--- src/rtl/buss_pkg.sv ---
// Package for the bounded unique set store.
// Holds the sequencer state type, action codes and default sizes.
// No dependencies.
package buss_pkg;

	localparam int DEPTH_DEF      = 32;
	localparam int ELEM_WIDTH_DEF = 16;
	localparam int ELEM_IN_W      = 16;
	localparam int ACTION_W       = 2;

	typedef enum logic [ACTION_W-1:0] {
		ACT_INSERT = 2'd0,
		ACT_DELETE = 2'd1,
		ACT_QUERY  = 2'd2,
		ACT_SPARE  = 2'd3
	} action_t;

	typedef enum logic [1:0] {
		ST_IDLE,
		ST_SEARCH,
		ST_SHIFT,
		ST_DONE
	} seq_state_t;

endpackage

--- src/rtl/bounded_unique_set_store_unit.sv ---
// Bounded set of distinct values in a packed single-port-read memory.
// One address counter and one comparator step through the store under
// a small sequencer. Depends on buss_pkg.
//
// Usage:
//   Input channel (in_valid/in_stall, action, element) carries one request
//   per beat: insert, delete or membership query. Action code 3 is a query.
//   Output channel (out_valid/out_stall) carries one result beat per request.
//   in_stall is high while a request is being worked on; one request at a
//   time. The result sits in an output register, so the next request is
//   taken while that result still waits for the receiver.
//   A search reads the live entries in order and stops at a hit, or runs
//   over all live entries on a miss. A delete that hits also shifts the
//   later entries down by one place. One memory read port, one entry
//   compared per cycle.
//   Reset clears the live count, so the set is empty; store contents are
//   left as they are and never read before being written.
//   If the receiver stalls, the result holds; a finished request waits in
//   the sequencer until the output register frees up.
module bounded_unique_set_store_unit #(
	parameter int DEPTH      = buss_pkg::DEPTH_DEF,
	parameter int ELEM_WIDTH = buss_pkg::ELEM_WIDTH_DEF,
	parameter int CW         = $clog2(DEPTH + 1)
) (
	input  logic                           clk,
	input  logic                           arst_n,
	input  logic                           in_valid,
	output logic                           in_stall,
	input  logic [buss_pkg::ACTION_W-1:0]  action,
	input  logic [buss_pkg::ELEM_IN_W-1:0] element,
	output logic                           out_valid,
	input  logic                           out_stall,
	output logic                           was_member,
	output logic                           dropped,
	output logic [CW-1:0]                  count_after,
	output logic                           is_empty,
	output logic                           is_full
);
	import buss_pkg::*;

	localparam int AW = $clog2(DEPTH);

	seq_state_t state_q, state_d;

	logic [ELEM_WIDTH-1:0] mem [DEPTH];
	logic [ELEM_WIDTH-1:0] rd_data_q;

	logic [ELEM_WIDTH+ELEM_IN_W-1:0] elem_ext;
	logic [ELEM_WIDTH-1:0]           elem_in;

	logic [ACTION_W-1:0]   act_q;
	logic [ELEM_WIDTH-1:0] elem_q;
	logic [CW-1:0]         cnt_q;
	logic [CW-1:0]         scan_q;
	logic                  pend_q;
	logic [AW-1:0]         pend_idx_q;
	logic                  member_q;
	logic                  drop_q;

	logic                  out_valid_q;
	logic                  was_member_q;
	logic                  dropped_q;
	logic [CW-1:0]         count_after_q;
	logic                  is_empty_q;
	logic                  is_full_q;

	logic                  in_beat;
	logic                  hit;
	logic                  issue;
	logic [AW-1:0]         rd_addr;
	logic                  miss_done;
	logic                  shift_done;
	logic                  ins_we;
	logic                  shift_we;
	logic                  we;
	logic [AW-1:0]         wr_addr;
	logic [ELEM_WIDTH-1:0] wr_data;
	logic                  out_free;
	logic                  is_del;
	logic                  is_ins;
	logic                  cnt_full;

	// element is used masked (or zero-extended) to the stored width
	assign elem_ext = {{ELEM_WIDTH{1'b0}}, element};
	assign elem_in  = elem_ext[ELEM_WIDTH-1:0];

	assign in_beat  = in_valid && !in_stall;
	assign out_free = !out_valid_q || !out_stall;
	assign is_del   = (act_q == ACT_DELETE);
	assign is_ins   = (act_q == ACT_INSERT);
	assign cnt_full = (cnt_q == CW'(DEPTH));

	// next state
	always_comb begin
		state_d = state_q;
		unique case (state_q)
			ST_IDLE: begin
				if (in_valid) state_d = ST_SEARCH;
			end
			ST_SEARCH: begin
				if (hit) state_d = is_del ? ST_SHIFT : ST_DONE;
				else if (miss_done) state_d = ST_DONE;
			end
			ST_SHIFT: begin
				if (shift_done) state_d = ST_DONE;
			end
			ST_DONE: begin
				if (out_free) state_d = ST_IDLE;
			end
			default: state_d = ST_IDLE;
		endcase
	end

	// sequencer outputs
	always_comb begin
		in_stall   = 1'b1;
		hit        = 1'b0;
		issue      = 1'b0;
		miss_done  = 1'b0;
		shift_done = 1'b0;
		ins_we     = 1'b0;
		shift_we   = 1'b0;
		rd_addr    = scan_q[AW-1:0];
		unique case (state_q)
			ST_IDLE: begin
				in_stall = 1'b0;
			end
			ST_SEARCH: begin
				hit       = pend_q && (rd_data_q == elem_q);
				issue     = !hit && (scan_q < cnt_q);
				miss_done = !pend_q && (scan_q == cnt_q);
				ins_we    = miss_done && is_ins && !cnt_full;
			end
			ST_SHIFT: begin
				issue      = (scan_q < cnt_q);
				shift_done = !pend_q && (scan_q == cnt_q);
				shift_we   = pend_q;
			end
			ST_DONE: begin
			end
			default: begin
			end
		endcase
	end

	// insert appends at the count; shift moves entry i+1 down to i
	always_comb begin
		we      = ins_we || shift_we;
		wr_addr = shift_we ? AW'(pend_idx_q - AW'(1)) : cnt_q[AW-1:0];
		wr_data = shift_we ? rd_data_q : elem_q;
	end

	always_ff @(posedge clk) begin
		if (we) mem[wr_addr] <= wr_data;
		rd_data_q <= mem[rd_addr];
	end

	always_ff @(posedge clk or negedge arst_n) begin
		if (!arst_n) begin
			state_q <= ST_IDLE;
			cnt_q   <= '0;
			pend_q  <= 1'b0;
			scan_q  <= '0;
		end else begin
			state_q <= state_d;
			if (in_beat) begin
				scan_q <= '0;
				pend_q <= 1'b0;
			end else begin
				pend_q <= issue;
				if (hit) scan_q <= CW'(pend_idx_q) + CW'(1);
				else if (issue) scan_q <= scan_q + CW'(1);
			end
			if (ins_we) cnt_q <= cnt_q + CW'(1);
			else if (shift_done) cnt_q <= cnt_q - CW'(1);
		end
	end

	always_ff @(posedge clk) begin
		if (in_beat) begin
			act_q    <= action;
			elem_q   <= elem_in;
			member_q <= 1'b0;
			drop_q   <= 1'b0;
		end else begin
			if (hit) member_q <= 1'b1;
			if (miss_done && is_ins && cnt_full) drop_q <= 1'b1;
		end
		if (issue) pend_idx_q <= rd_addr;
	end

	// result register
	always_ff @(posedge clk or negedge arst_n) begin
		if (!arst_n) begin
			out_valid_q <= 1'b0;
		end else if (state_q == ST_DONE && out_free) begin
			out_valid_q <= 1'b1;
		end else if (!out_stall) begin
			out_valid_q <= 1'b0;
		end
	end

	always_ff @(posedge clk) begin
		if (state_q == ST_DONE && out_free) begin
			was_member_q  <= member_q;
			dropped_q     <= drop_q;
			count_after_q <= cnt_q;
			is_empty_q    <= (cnt_q == '0);
			is_full_q     <= cnt_full;
		end
	end

	assign out_valid   = out_valid_q;
	assign was_member  = was_member_q;
	assign dropped     = dropped_q;
	assign count_after = count_after_q;
	assign is_empty    = is_empty_q;
	assign is_full     = is_full_q;

	a_cnt_bound: assert property (@(posedge clk) disable iff (!arst_n)
		cnt_q <= CW'(DEPTH))
		else $error("live count above depth");

	a_cnt_step: assert property (@(posedge clk) disable iff (!arst_n)
		##1 (cnt_q == $past(cnt_q) || cnt_q == $past(cnt_q) + CW'(1) ||
		cnt_q == $past(cnt_q) - CW'(1)))
		else $error("live count moved by more than one");

	a_shift_addr: assert property (@(posedge clk) disable iff (!arst_n)
		shift_we |-> (CW'(pend_idx_q) < cnt_q && pend_idx_q != '0))
		else $error("shift touches an entry outside the live range");

	a_drop_full: assert property (@(posedge clk) disable iff (!arst_n)
		(out_valid && dropped) |-> (is_full && !was_member))
		else $error("dropped insert without a full set");

	a_busy_stall: assert property (@(posedge clk) disable iff (!arst_n)
		(state_q != ST_IDLE) |-> in_stall)
		else $error("input taken while a request is in progress");

endmodule
--- config.mk ---
export PLATFORM = sky130hd
export DESIGN_NAME = bounded_unique_set_store_unit
export DESIGN_NICKNAME = d
export VERILOG_FILES = /design/src/rtl/buss_pkg.sv /design/src/rtl/bounded_unique_set_store_unit.sv
export SDC_FILE = /design/constraint.sdc
export NUM_CORES = 1
export LEC_CHECK = 0
export BUFFER_PORTS_ARGS = -buffer_cell sky130_fd_sc_hd__buf_2
export CAP_MARGIN = 10
export CORE_AREA = 2 2 199 201
export CTS_BUF_LIST = sky130_fd_sc_hd__clkbuf_4 sky130_fd_sc_hd__clkbuf_8 sky130_fd_sc_hd__clkbuf_16
export DETAILED_ROUTE_END_ITERATION = 8
export DIE_AREA = 0 0 201 203
export GPL_TIMING_DRIVEN = 0
export PLACE_DENSITY_LB_ADDON = 0.08
export SYNTH_ARGS = -nofsm -noshare
export SYNTH_HDL_FRONTEND = slang
export SYNTH_SLANG_ARGS = --single-unit
--- constraint.sdc ---
create_clock -name clk -period 7.09 [get_ports clk]
set_input_delay 0.3545 -clock clk [delete_from_list [all_inputs] [get_ports clk]]
set_output_delay 0.3545 -clock clk [all_outputs]
set_load 0.05 [all_outputs]
# Word level (Yosys, flattened, before mapping)
# Memory sizes are Yosys's and may differ from the RTL's. A register that Yosys moved wholly into a read port is not among the register bits.
# Cells that the tools add are included.
# Widths: inputs -> output; s select.
# classes
n_addsub,5
mul,0
div_mod_pow,0
magnitude_cmp,1
eq_ne,12
shift,0
muxes,26
n_bitwise,0
n_reduce_logical,22
# op_table
op,count
$mux 6,5
$eq 16x16->1,1
$mux 16,1
$add 6x1->6 const B,2
$mux 1,12
$mux 2,5
$logic_and 1x1->1,9
$pmux 2 s4,1
$add 5x1->6 const B,1
$eq 6x6->1,1
$eq 6x6->1 const B,1
$logic_not 6->1,1
$lt 6x6->1,1
$ne 2x2->1 const B,3
$sub 6x1->6 const B,1
$logic_not 1->1,5
$mux 5,1
$sub 5x1->5 const B,1
$eq 2x1->1 const B,2
$eq 2x2->1 const B,2
$logic_not 2->1,2
$reduce_and 4->1,1
$ne 3x3->1 const B,1
$reduce_bool 3->1,1
4 further kinds,5
# word_totals
ff_bits,51
latchBits,0
ramBits,512
mem_bits_ro,0
out_inout_bits,12
wordCells,82
n_memories,1
# mem_list
memory,words,width,rd,rd_ports_with_merged_regs,write_ports,line,text
mem,32,16,1,1,1,bounded_unique_set_store_unit.sv:45,logic [ELEM_WIDTH-1:0] mem [DEPTH];

# Longest topological paths before layout
# Gate-level depths: netlist (run 1).
# logic_depth
ltp_word,8
depth_mapped,17
depth_no_buf,13

# Least setup slack after synthesis (run 1)
# Ideal clock, no wire load.
# synth_timing
path_kind,reg-to-reg
startpoint,register scan_q[0]
endpoint,"memory mem[4][0] (netlist name), enable pin"
setup_ps,388
arrival_ps,3056
required_time_ps,6702
path_slack_ps,3645
path_stages_with_launch,14
n_path_buf,4
period_less_slack_ps,3445
cell_sequence,dfrtp_1 > clkbuf_1 > buf_4 > buf_6 > inv_1 > ha_1 > nand2_1 > nor3_2 > and4b_1 > buf_6 > inv_2 > nor3_1 > a31oi_4 > nor2_1
# synth_between
elab_chain_cells,8
# synth_rtl
element,line,text
from (decl),bounded_unique_set_store_unit.sv:54,logic [CW-1:0] scan_q;
from (signal assigned),bounded_unique_set_store_unit.sv:171,if (hit) scan_q <= CW'(pend_idx_q) + CW'(1);
from (signal assigned),bounded_unique_set_store_unit.sv:172,else if (issue) scan_q <= scan_q + CW'(1);
$eq 6x6->1,bounded_unique_set_store_unit.sv:131,miss_done = !pend_q && (scan_q == cnt_q);
$logic_and 1x1->1,bounded_unique_set_store_unit.sv:131,
$logic_and 1x1->1 (2 in a row),bounded_unique_set_store_unit.sv:132,ins_we = miss_done && is_ins && !cnt_full;
$mux 1,bounded_unique_set_store_unit.sv:124,unique case (state_q)
$logic_or 1x1->1,bounded_unique_set_store_unit.sv:148,we = ins_we || shift_we;
$mux 1,bounded_unique_set_store_unit.sv:154,if (we) mem[wr_addr] <= wr_data;
$mux 1 (implied by the code),bounded_unique_set_store_unit.sv:154,
to (decl),bounded_unique_set_store_unit.sv:45,
# Every way passes these cells.

# Worst setup path after layout (run 1)
# layout_timing
startpoint,register scan_q[0]
endpoint,"memory mem[16][5] (netlist name), enable pin"
# The elaborated chain is that of the path after synthesis.

==> results of run 1 <==
-- final cells by class --
type | count | area (um^2)
Clock buffer | 72 | 1560
Sequential cell | 579 | 17100
Antenna cell | 2 | 5.00
Inverter | 17 | 63.8
Fill cell | 2424 | 12300
Timing Repair Buffer | 82 | 783
Multi-Input combinational cell | 395 | 5430
Clock inverter | 32 | 307
Buffer | 49 | 277
Tap cell | 518 | 648
-- synth_stat cells, drive strengths merged (10+ instances only) --
library cell	count
edfxtp	545
clkbuf	28
dfxtp	18
xor2	22
ha	17
nand3	10
o21ai	14
nor2	45
buf	21
nor3	12
inv	17
nand2	19
dfrtp	16
mux2	33
a21oi	11
mux4	160
-- routing by layer --
layer	part of all wire, %	vias to the layer above	global-route usage, %	wire (um)
li1	-	4608	-	-
met1	43	5682	39.0	21800
met2	45	486	37.7	22700
met3	9.3	83	5.75	4710
met4	3.1	0	9.71	1590
met5	0	-	0	0
-- logic make-up after synthesis --
family,Yosys count
adders and majority gates,18
DFF,579
and+or+nand+nor,105
muxes,194
AOI/OAI and AO/OA,47
xor gates and xnor gates,31
buffers and inverters,66
-- state kept, by name, summed over array words and instances (netlist names), 2 cells and up --
signal       count
act_q            2
cnt_q            6
elem_q          16
rd_data_q       16
count_after      6
mem            512
pend_idx_q       5
state_q          2
scan_q           6
-- worst max-delay path, stage by stage (launching register included) --
cell and delay [ns]:
dfrtp_1 0.37, clkbuf_1 0.33, buf_4 0.32, buf_6 0.24, inv_1 0.11, ha_1 0.28, nand2_1 0.07, nor3_2 0.34
and4b_1 0.29, buf_6 0.16, inv_2 0.10, nor3_1 0.29, a31oi_4 0.18, nor2_2 0.83
-- per-stage QoR --
| step | setup WS, ns | total power, W | utilization, % |
|---|---|---|---|
| final | 2.77 | 0.00982 | 68.1 |
| after global routing | 2.56 | 0.0102 | 68.1 |
| after CTS | 2.79 | 0.00986 | 68.1 |
| after detailed placement | 2.79 | 0.00687 | 62.7 |
| after global placement | 2.17 | 0.00681 | 61.4 |
| after floorplan | 3.65 | 0.00600 | - |
-- worst max-delay path by stage --
stage | from | end | slack (ns) | cells after the start
floorplan | scan_q[0] | mem[4][0] | 3.65 | 13
global placement | scan_q[0] | mem[28][5] | 2.17 | 13
detailed placement | scan_q[0] | mem[16][8] | 2.79 | 13
CTS | scan_q[0] | mem[0][6] | 2.79 | 13
global route | scan_q[0] | mem[16][5] | 2.56 | 13
finish | scan_q[0] | mem[16][5] | 2.77 | 13
-- power breakdown --
group          switching, W  internal [W]  total (W)
logic               0.00155       0.00108    0.00263
clock network       0.00122       0.00177    0.00299
registers          0.000120       0.00407    0.00419
-- what timing repair did --
item / in CTS / in global routing
hold endpoints to repair: 35 / 0
hold buffers: 20 / 0
setup endpoints to repair: 0 / 0
==> flow_summary.toml, run 1 <==
[clocking]
cts_resized = 0
clk_latency_ns = 0.61
cts_root_buffer = "clkbuf_16"
numCtsBuffers = 57
clk_pin_slew_ns = 0.06
cts_buffer_depth = 3
post_cts_buffers = 0
tritoncts = "yes"
htree_levels = 2
clock_sinks = 579

[floorplanning]
die_h_um = 203
die-area_um2 = 40800
die_w_um = 201
num_rows = 72
num_io_pins = 34
start_util_pct = 59.3
core_area_um2 = 38500

[power]
total_leakage_power_nw = 8.34
ir_worst_vdd_mv = 0.236
cellPowerDensity_nw_per_um2 = 375

[timing]
fin_crit_sh_pct = 60.9
tightest_slew_ns = 1.29
setup_tns_ns = 0
min_period_ns = 4.32
whs_ns = 0.217
clock_skew_ns = 0.0158
finalSetupViolCount = 0
final-hold-violation-count = 0
fmax_mhz = 232
relSlewSlack_pct = 13.1
report.final.slew_viol_count = 0
grt_setup_unrepaired = "no"

[routing]
dr.pass1.iters = 7
via_per_inst = 6.22
wirelength_um = 50800
ant_nets = 0
drtIter0Drc = 1166
num_vias = 10900
wl_per_cell_um = 29.1
remaining_drc_errors = 0

[logic_synthesis]
yosys-mux-area-fraction_pct = 17.5
synth_fp_nets = 1080
synth_cell_types = 55
synth_top_family_by_area = "multiplexers"
yosys_warnings = 0
synth_xor_area_share_pct = 1.19
postSynth.asyncResetShare_pct = 2.76
synth_edf_count = 545
yosysTopAreaCell = "edfxtp_1"
syn-cell-area_um2 = 22800
synth-compound-area-share_pct = 1.57
yosys.area_share.simple_pct = 2.20
synth-seq-area-share_pct = 75.1
synthCells = 1040
synth_seq_cells = 579
synthTopCellsByArea = "edfxtp_1 72%, mux4_2 16%, dfrtp_1 1.8%"
yosysTopAreaCellShare_pct = 71.7
syn_area_per_cell_um2 = 21.9
synth_adder_area_share_pct = 1.02
synthFlopType = "edfxtp_1"

[global_route]
first_global_vias = 11000
grt_first_pass_wirelength_um = 74300
antenna_found_initial = 2
grt_usage_pct = 25.8
grt_remaining_overflow = 0
grt_max_degree = 33

[layout]
fin_cells = 1746
final_cell_mix = "545 x edfxtp_1, 160 x mux4_2, 58 x clkbuf_16"
drive_above_1_share_pct = 33.0
fin_area_um2 = 26200
area_growth_pct = 14.8
layout_commonest_cell = "edfxtp_1"
fin_nets = 1221

[place]
place.port_buffers = 33
hpwl_um = 32600
place_congestion = 0.842
numPlacedInstances = 1618
dpl_cell_area_um2 = 24100

[setup_path]
r2r_slack_ns = 2.77
critPathCaptureType = "flop"
rr_endpoint = "mem[16][5]"
critPathMaxFanout = 16
critPathKind = "flop to flop"
critPathRequiredTime_ns = 7.31
cp_data_arrival_time_ns = 4.54
cp-start-kind = "flop"
r2r-start = "scan_q[0]"
r2r_cells = 13

[min_path]
min_path_type = "input pin to async pin"

[outcome]
status = "completed"

[run]
drv_cap = 0
Power figures use the tool's default switching activity.
==> run 2, diff against run 1 <==
clock period = 4 ns   (was 7.09 ns; I/O delays follow)
==> run 2 against run 1 <==
  * Die area is the same
  * Global-route usage up 0.10 points
  * Worst setup slack worse by 2.6 ns
  * Via count shrank 0.42%
  * First-iteration DRC count grew 5.7%
  * Critical path depth is 4 lower
  * Wire length increased by 0.13%
==> flow_summary.toml, run 2 (synthesized netlist as in run 1, its figures left out) <==
[routing]
via_per_inst = 6.17
dr.pass1.iters = 5
wl_per_cell_um = 29.0
drtIter0Drc = 1233
ant_nets = 0
remaining_drc_errors = 0
wirelength_um = 50900
num_vias = 10800

[clocking]
clk_pin_slew_ns = 0.06
clk_latency_ns = 0.60
cts_buffer_depth = 3
cts_root_buffer = "clkbuf_16"
clock_sinks = 579
numCtsBuffers = 57
tritoncts = "yes"
htree_levels = 2

[run]
drv_cap = 0

[place]
dp_slack_ns = -0.300
hpwl_um = 32600
place_congestion = 0.842
place.port_buffers = 33
numPlacedInstances = 1618

[timing]
fmax_mhz = 260
layout_setup_ws_ns = 0.151
finalSetupViolCount = 0
tightest_slew_ns = 1.20
relSlewSlack_pct = 19.2
report.final.slew_viol_count = 0
fin_crit_sh_pct = 96.2
clock_skew_ns = 0.0149
min_period_ns = 3.85
whs_ns = 0.0669
grt_setup_unrepaired = "no"
final-hold-violation-count = 0

[setup_path]
rr_endpoint = "mem[21][6]"
cp-start-kind = "flop"
slowest_delay_ns = 0.89
critPathTopFamily = "simple AND/OR/NAND/NOR gates"
critPathKind = "flop to flop"
critPathMaxFanout = 11
r2r_slack_ns = 0.15
critPathSlowestCell = "mux2i_1"
critPathCaptureType = "flop"
crit_chain = "inv_1 -> ha_1 -> buf_2 -> and2_1 -> clkbuf_1 -> mux2i_1 -> nand3_1 -> nor2_2 -> buf_8"
cp_data_arrival_time_ns = 4.15
critPathRequiredTime_ns = 4.30
r2r-start = "state_q[0]"
r2r_cells = 9
critical_path_buf_inv_count = 4

[power]
power.switching_w = 0.00514
p_sw_share_pct = 29.5
cellPowerDensity_nw_per_um2 = 661
ir_worst_vdd_mv = 0.419
power_frac_clock_pct = 30.4
total_leakage_power_nw = 8.40
combinationalPowerShare_pct = 27.0
finalPower_w = 0.0174
sequentialPowerShare_pct = 42.7
p_int_w = 0.0123

[layout]
final_util_pct = 68.6
final_cell_mix = "545 x edfxtp_1, 160 x mux4_2, 58 x clkbuf_16"
largest_reg_flops = 512
top_register = "mem"
layout_commonest_cell = "edfxtp_1"
fin_cells = 1752
multi_input_area_um2 = 5500
area_growth_pct = 15.6
nFillCells = 2399
regArea_um2 = 17100
fin_nets = 1229
largest_registers = "mem (512), elem_q (16), rd_data_q (16)"
antenna_cells = 0
drive_above_1_share_pct = 33.5

[global_route]
grt_max_degree = 33
grt_usage_pct = 25.9
grt_remaining_overflow = 0
first_global_vias = 11000
antenna_found_initial = 1
grt_first_pass_wirelength_um = 74600

[floorplanning]
num_io_pins = 34
start_util_pct = 59.3
num_rows = 72
core_area_um2 = 38500
die-area_um2 = 40800
die_w_um = 201
die_h_um = 203

[min_path]
min_path_type = "input pin to async pin"

[outcome]
status = "completed"
==> run 2: changes by cell type in the layout (fill, tap and decap cells not counted) <==
cell / change
buf_4: +4
nor3_4: +1
clkbuf_1: -1
nor3_2: -1
buf_12: +4
nor2_4: +12
nor2_2: -12
clkbuf_2: +1
diode_2: -2
==> run 2: worst max path at each step <==
stage | startpoint | endpoint | slack, ns | cells after the start
after detailed placement | scan_q[0] | mem[16][8] | -0.30 | 13
after global placement | scan_q[0] | mem[28][5] | -0.92 | 13
after CTS | scan_q[0] | mem[12][6] | 0.007 | 14
final | state_q[0] | mem[21][6] | 0.15 | 9
after global routing | state_q[0] | mem[21][5] | 0.09 | 9
after floorplan | scan_q[0] | mem[4][0] | 0.56 | 13
==> run 2: final cells by class <==
type                            count  area share [%]
Clock inverter                     32            1.16
Sequential cell                   579            64.9
Multi-Input combinational cell    395            20.8
Inverter                           17           0.242
Tap cell                          518            2.46
Buffer                             49            1.05
Timing Repair Buffer               90            3.39
Clock buffer                       72            5.93
==> run 2: per-stage QoR <==
| stage | cell area (um^2) | TNS, ns |
|---|---|---|
| finish | 26400 | 0 |
| global route | 26400 | 0 |
| CTS | 26300 | 0 |
| detailed placement | 24100 | -16.79 |
| global placement | 23600 | -309.24 |
| floorplan | 22800 | 0 |
==> run 2: metal layers <==
layer	GRT usage (%)	wire (um)	share of wire (%)
met5	0	0	0
met4	9.81	1610	3.2
met3	5.89	4540	8.9
met2	38.0	22900	45
met1	38.8	21800	43
==> run 2: what timing repair did <==
action	in CTS	in global routing
gates resized for setup	11	4
hold endpoints to repair	35	0
pin swaps	5	1
hold buffers	20	0
setup endpoints to repair	139	196
buffers inserted	6	2
==> run 2: power by group through the flow <==
stage	combinational, W	clock [W]	sequential [W]
6_report	0.00470	0.00529	0.00743
4_1_cts	0.00469	0.00538	0.00743
3_3_place_gp	0.00452	0	0.00755
5_1_grt	0.00499	0.00561	0.00746
3_5_place_dp	0.00461	0	0.00755
2_1_floorplan	0.00303	0	0.00761
==> run 3, diff against run 2 <==
--- a/config.mk
+++ b/config.mk
@@ -11,2 +11,3 @@
 export CTS_BUF_LIST = sky130_fd_sc_hd__clkbuf_4 sky130_fd_sc_hd__clkbuf_8 sky130_fd_sc_hd__clkbuf_16
+export CTS_CLUSTER_DIAMETER = 50
 export DETAILED_ROUTE_END_ITERATION = 8
@@ -18 +19,2 @@
 export SYNTH_SLANG_ARGS = --single-unit
+export TNS_END_PERCENT = 1
==> constraint.sdc (replaced) <==
create_clock -name clk -period 4 [get_ports clk]
set_input_delay 0.4 -clock clk [delete_from_list [all_inputs] [get_ports clk]]
set_output_delay 0.4 -clock clk [all_outputs]
set_load 0.05 [all_outputs]
==> run 3 against run 2 <==
  * Power up 2.1%
  * Via count up 0.79%
  * Core utilization up 0.094 points
  * Global-route usage down 0.11 points
  * Hold slack worse by 0.038 ns
  * Clock-buffer cell count down 2
  * Clock power up 6.8%
  * First-iteration DRC count down 10%
  * Die area unchanged
  * Critical endpoint is now mem[14][5]
  * Largest power group unchanged
==> flow_summary.toml, run 3 (synthesized netlist as in run 1, its figures left out) <==
[clocking]
htree_levels = 2
cts_root_buffer = "clkbuf_16"
clock_sinks = 579
post_cts_buffers = 0
clk_pin_slew_ns = 0.06
numCtsBuffers = 59
clk_latency_ns = 0.61
tritoncts = "yes"
cts_buffer_depth = 3

[timing]
fin_crit_sh_pct = 96.7
layout_setup_ws_ns = 0.131
clock_skew_ns = 0.0194
fmax_mhz = 258
final-hold-violation-count = 0
relSlewSlack_pct = 20.6
tightest_slew_ns = 1.18
report.final.slew_viol_count = 0
whs_ns = 0.0291
min_period_ns = 3.87
grt_setup_unrepaired = "no"
finalSetupViolCount = 0

[floorplanning]
start_util_pct = 59.3
num_rows = 72
die_w_um = 201
core_area_um2 = 38500
die_h_um = 203
num_io_pins = 34
die-area_um2 = 40800

[setup_path]
crit_chain = "clkbuf_2 -> buf_4 -> buf_6 -> inv_1 -> ha_1 -> nand2_1 -> nor3_4 -> and4b_1 -> buf_6 -> nand2_1 -> o32a_2 -> nor2_2 -> buf_6"
startpoint = "scan_q[0]"
critPathKind = "flop to flop"
crit_top_cell = "buf_6"
slowest_delay_ns = 0.56
critPathRequiredTime_ns = 4.30
critPathCaptureType = "flop"
cp_data_arrival_time_ns = 4.17
critPathMaxFanout = 10
critPathSlowestCell = "nor2_2"
r2r-start = "scan_q[0]"
cp-start-kind = "flop"

[min_path]
min_path_type = "input pin to flop"
holdCritStartpoint = "out_stall"

[routing]
dr.pass1.iters = 5
remaining_drc_errors = 0
drtIter0Drc = 1105
wl_per_cell_um = 29.0
ant_nets = 0
num_vias = 10900
via_per_inst = 6.23
wirelength_um = 50700

[layout]
fin_nets = 1222
largest_registers = "mem (512), elem_q (16), rd_data_q (16)"
top_register = "mem"
layout_commonest_cell = "edfxtp_1"
area_growth_pct = 15.8
largest_reg_flops = 512
final_cell_mix = "545 x edfxtp_1, 160 x mux4_2, 61 x clkbuf_16"
drive_above_1_share_pct = 33.5

[global_route]
grt_first_pass_wirelength_um = 74300
antenna_found_initial = 1
first_global_vias = 11000
grtUsageMet2_pct = 37.9
gr-usage-met1_pct = 38.1
grt_max_degree = 33
use_met3_pct = 6.48
grt_usage_pct = 25.8
grt-busiest-layer = "met1"
grt_remaining_overflow = 0

[place]
dp_slack_ns = -0.300
place.port_buffers = 33
hpwl_um = 32600
place_congestion = 0.842

[power]
cellPowerDensity_nw_per_um2 = 673
ir_worst_vdd_mv = 0.421
total_leakage_power_nw = 8.41

[outcome]
status = "completed"

[run]
drv_cap = 0
## run 3: changes by cell type in the layout (fill, tap and decap cells not counted), moves of 2 or more
cell	previous run	this run
clkbuf_4	13	9
clkbuf_16	58	61
buf_12	4	0
bufinv_16	6	9
nor2_4	12	10
nor2_2	20	22
buf_4	5	1
inv_6	0	2
clkinv_4	0	3
## run 3: area by class of cell
type / instances / area (um^2)
clock inverter: 40 / 434
timing repair buffer: 81 / 773
clock buffer: 70 / 1590
inverter: 17 / 63.8
tap: 518 / 648
antenna: 1 / 2.50
sequential: 579 / 17100
fill: 2406 / 12100
multi-input combinational: 395 / 5490
buffer: 49 / 278
## run 3: path summary, 6_finish.rpt
check | to | slack [ns] | cells past startpoint
setup / recovery | mem[14][5] | 0.13 | 13
min in group asynchronous | cnt_q[1] | 0.25 | 2
setup reg to reg | mem[14][5] | 0.13 | 13
hold reg to reg | was_member | 0.44 | 0
hold / removal | out_valid | 0.03 | 2
max in group asynchronous | scan_q[2] | 3.45 | 2
## run 3: metal layers
metal  share of wire (%)  wire length [um]  vias up
met2                  45             22900      456
met1                  43             21800     5740
met4                 3.3              1690        0
met5                   0                 0        -
li1                    -                 -     4614
met3                 8.5              4300       88
## run 3: where the power goes
part	switching [W]	internal, W
Sequential	0.000215	0.00722
Combinational	0.00277	0.00192
Clock	0.00223	0.00342
## run 3: critical path, delay by kind of cell, from the launching register on
kind	cells	cell delay [ns]
and+or+nand+nor	5	1.23
DFF	1	0.36
adders and majority gates	1	0.28
AOI/OAI and AO/OA	1	0.40
buffers and inverters	6	1.27
## run 3: timing repair
action / CTS / global route
resized for setup: 9 / 4
hold endpoints to repair: 34 / 0
endpoints found under the setup margin: 148 / 102
hold buffers: 19 / 0
## run 3: per-stage QoR
step | setup TNS [ns] | cell area (um^2) | instances | total power, W | util (%)
after floorplan | 0 | 22800 | 1040 | 0.0106 | -
after global placement | -309.24 | 23600 | 1591 | 0.0121 | 61.4
after detailed placement | -16.79 | 24100 | 1618 | 0.0122 | 62.7
after CTS | 0 | 26400 | 1747 | 0.0178 | 68.5
after global routing | 0 | 26400 | 1749 | 0.0184 | 68.7
final | 0 | 26400 | 1750 | 0.0178 | 68.7
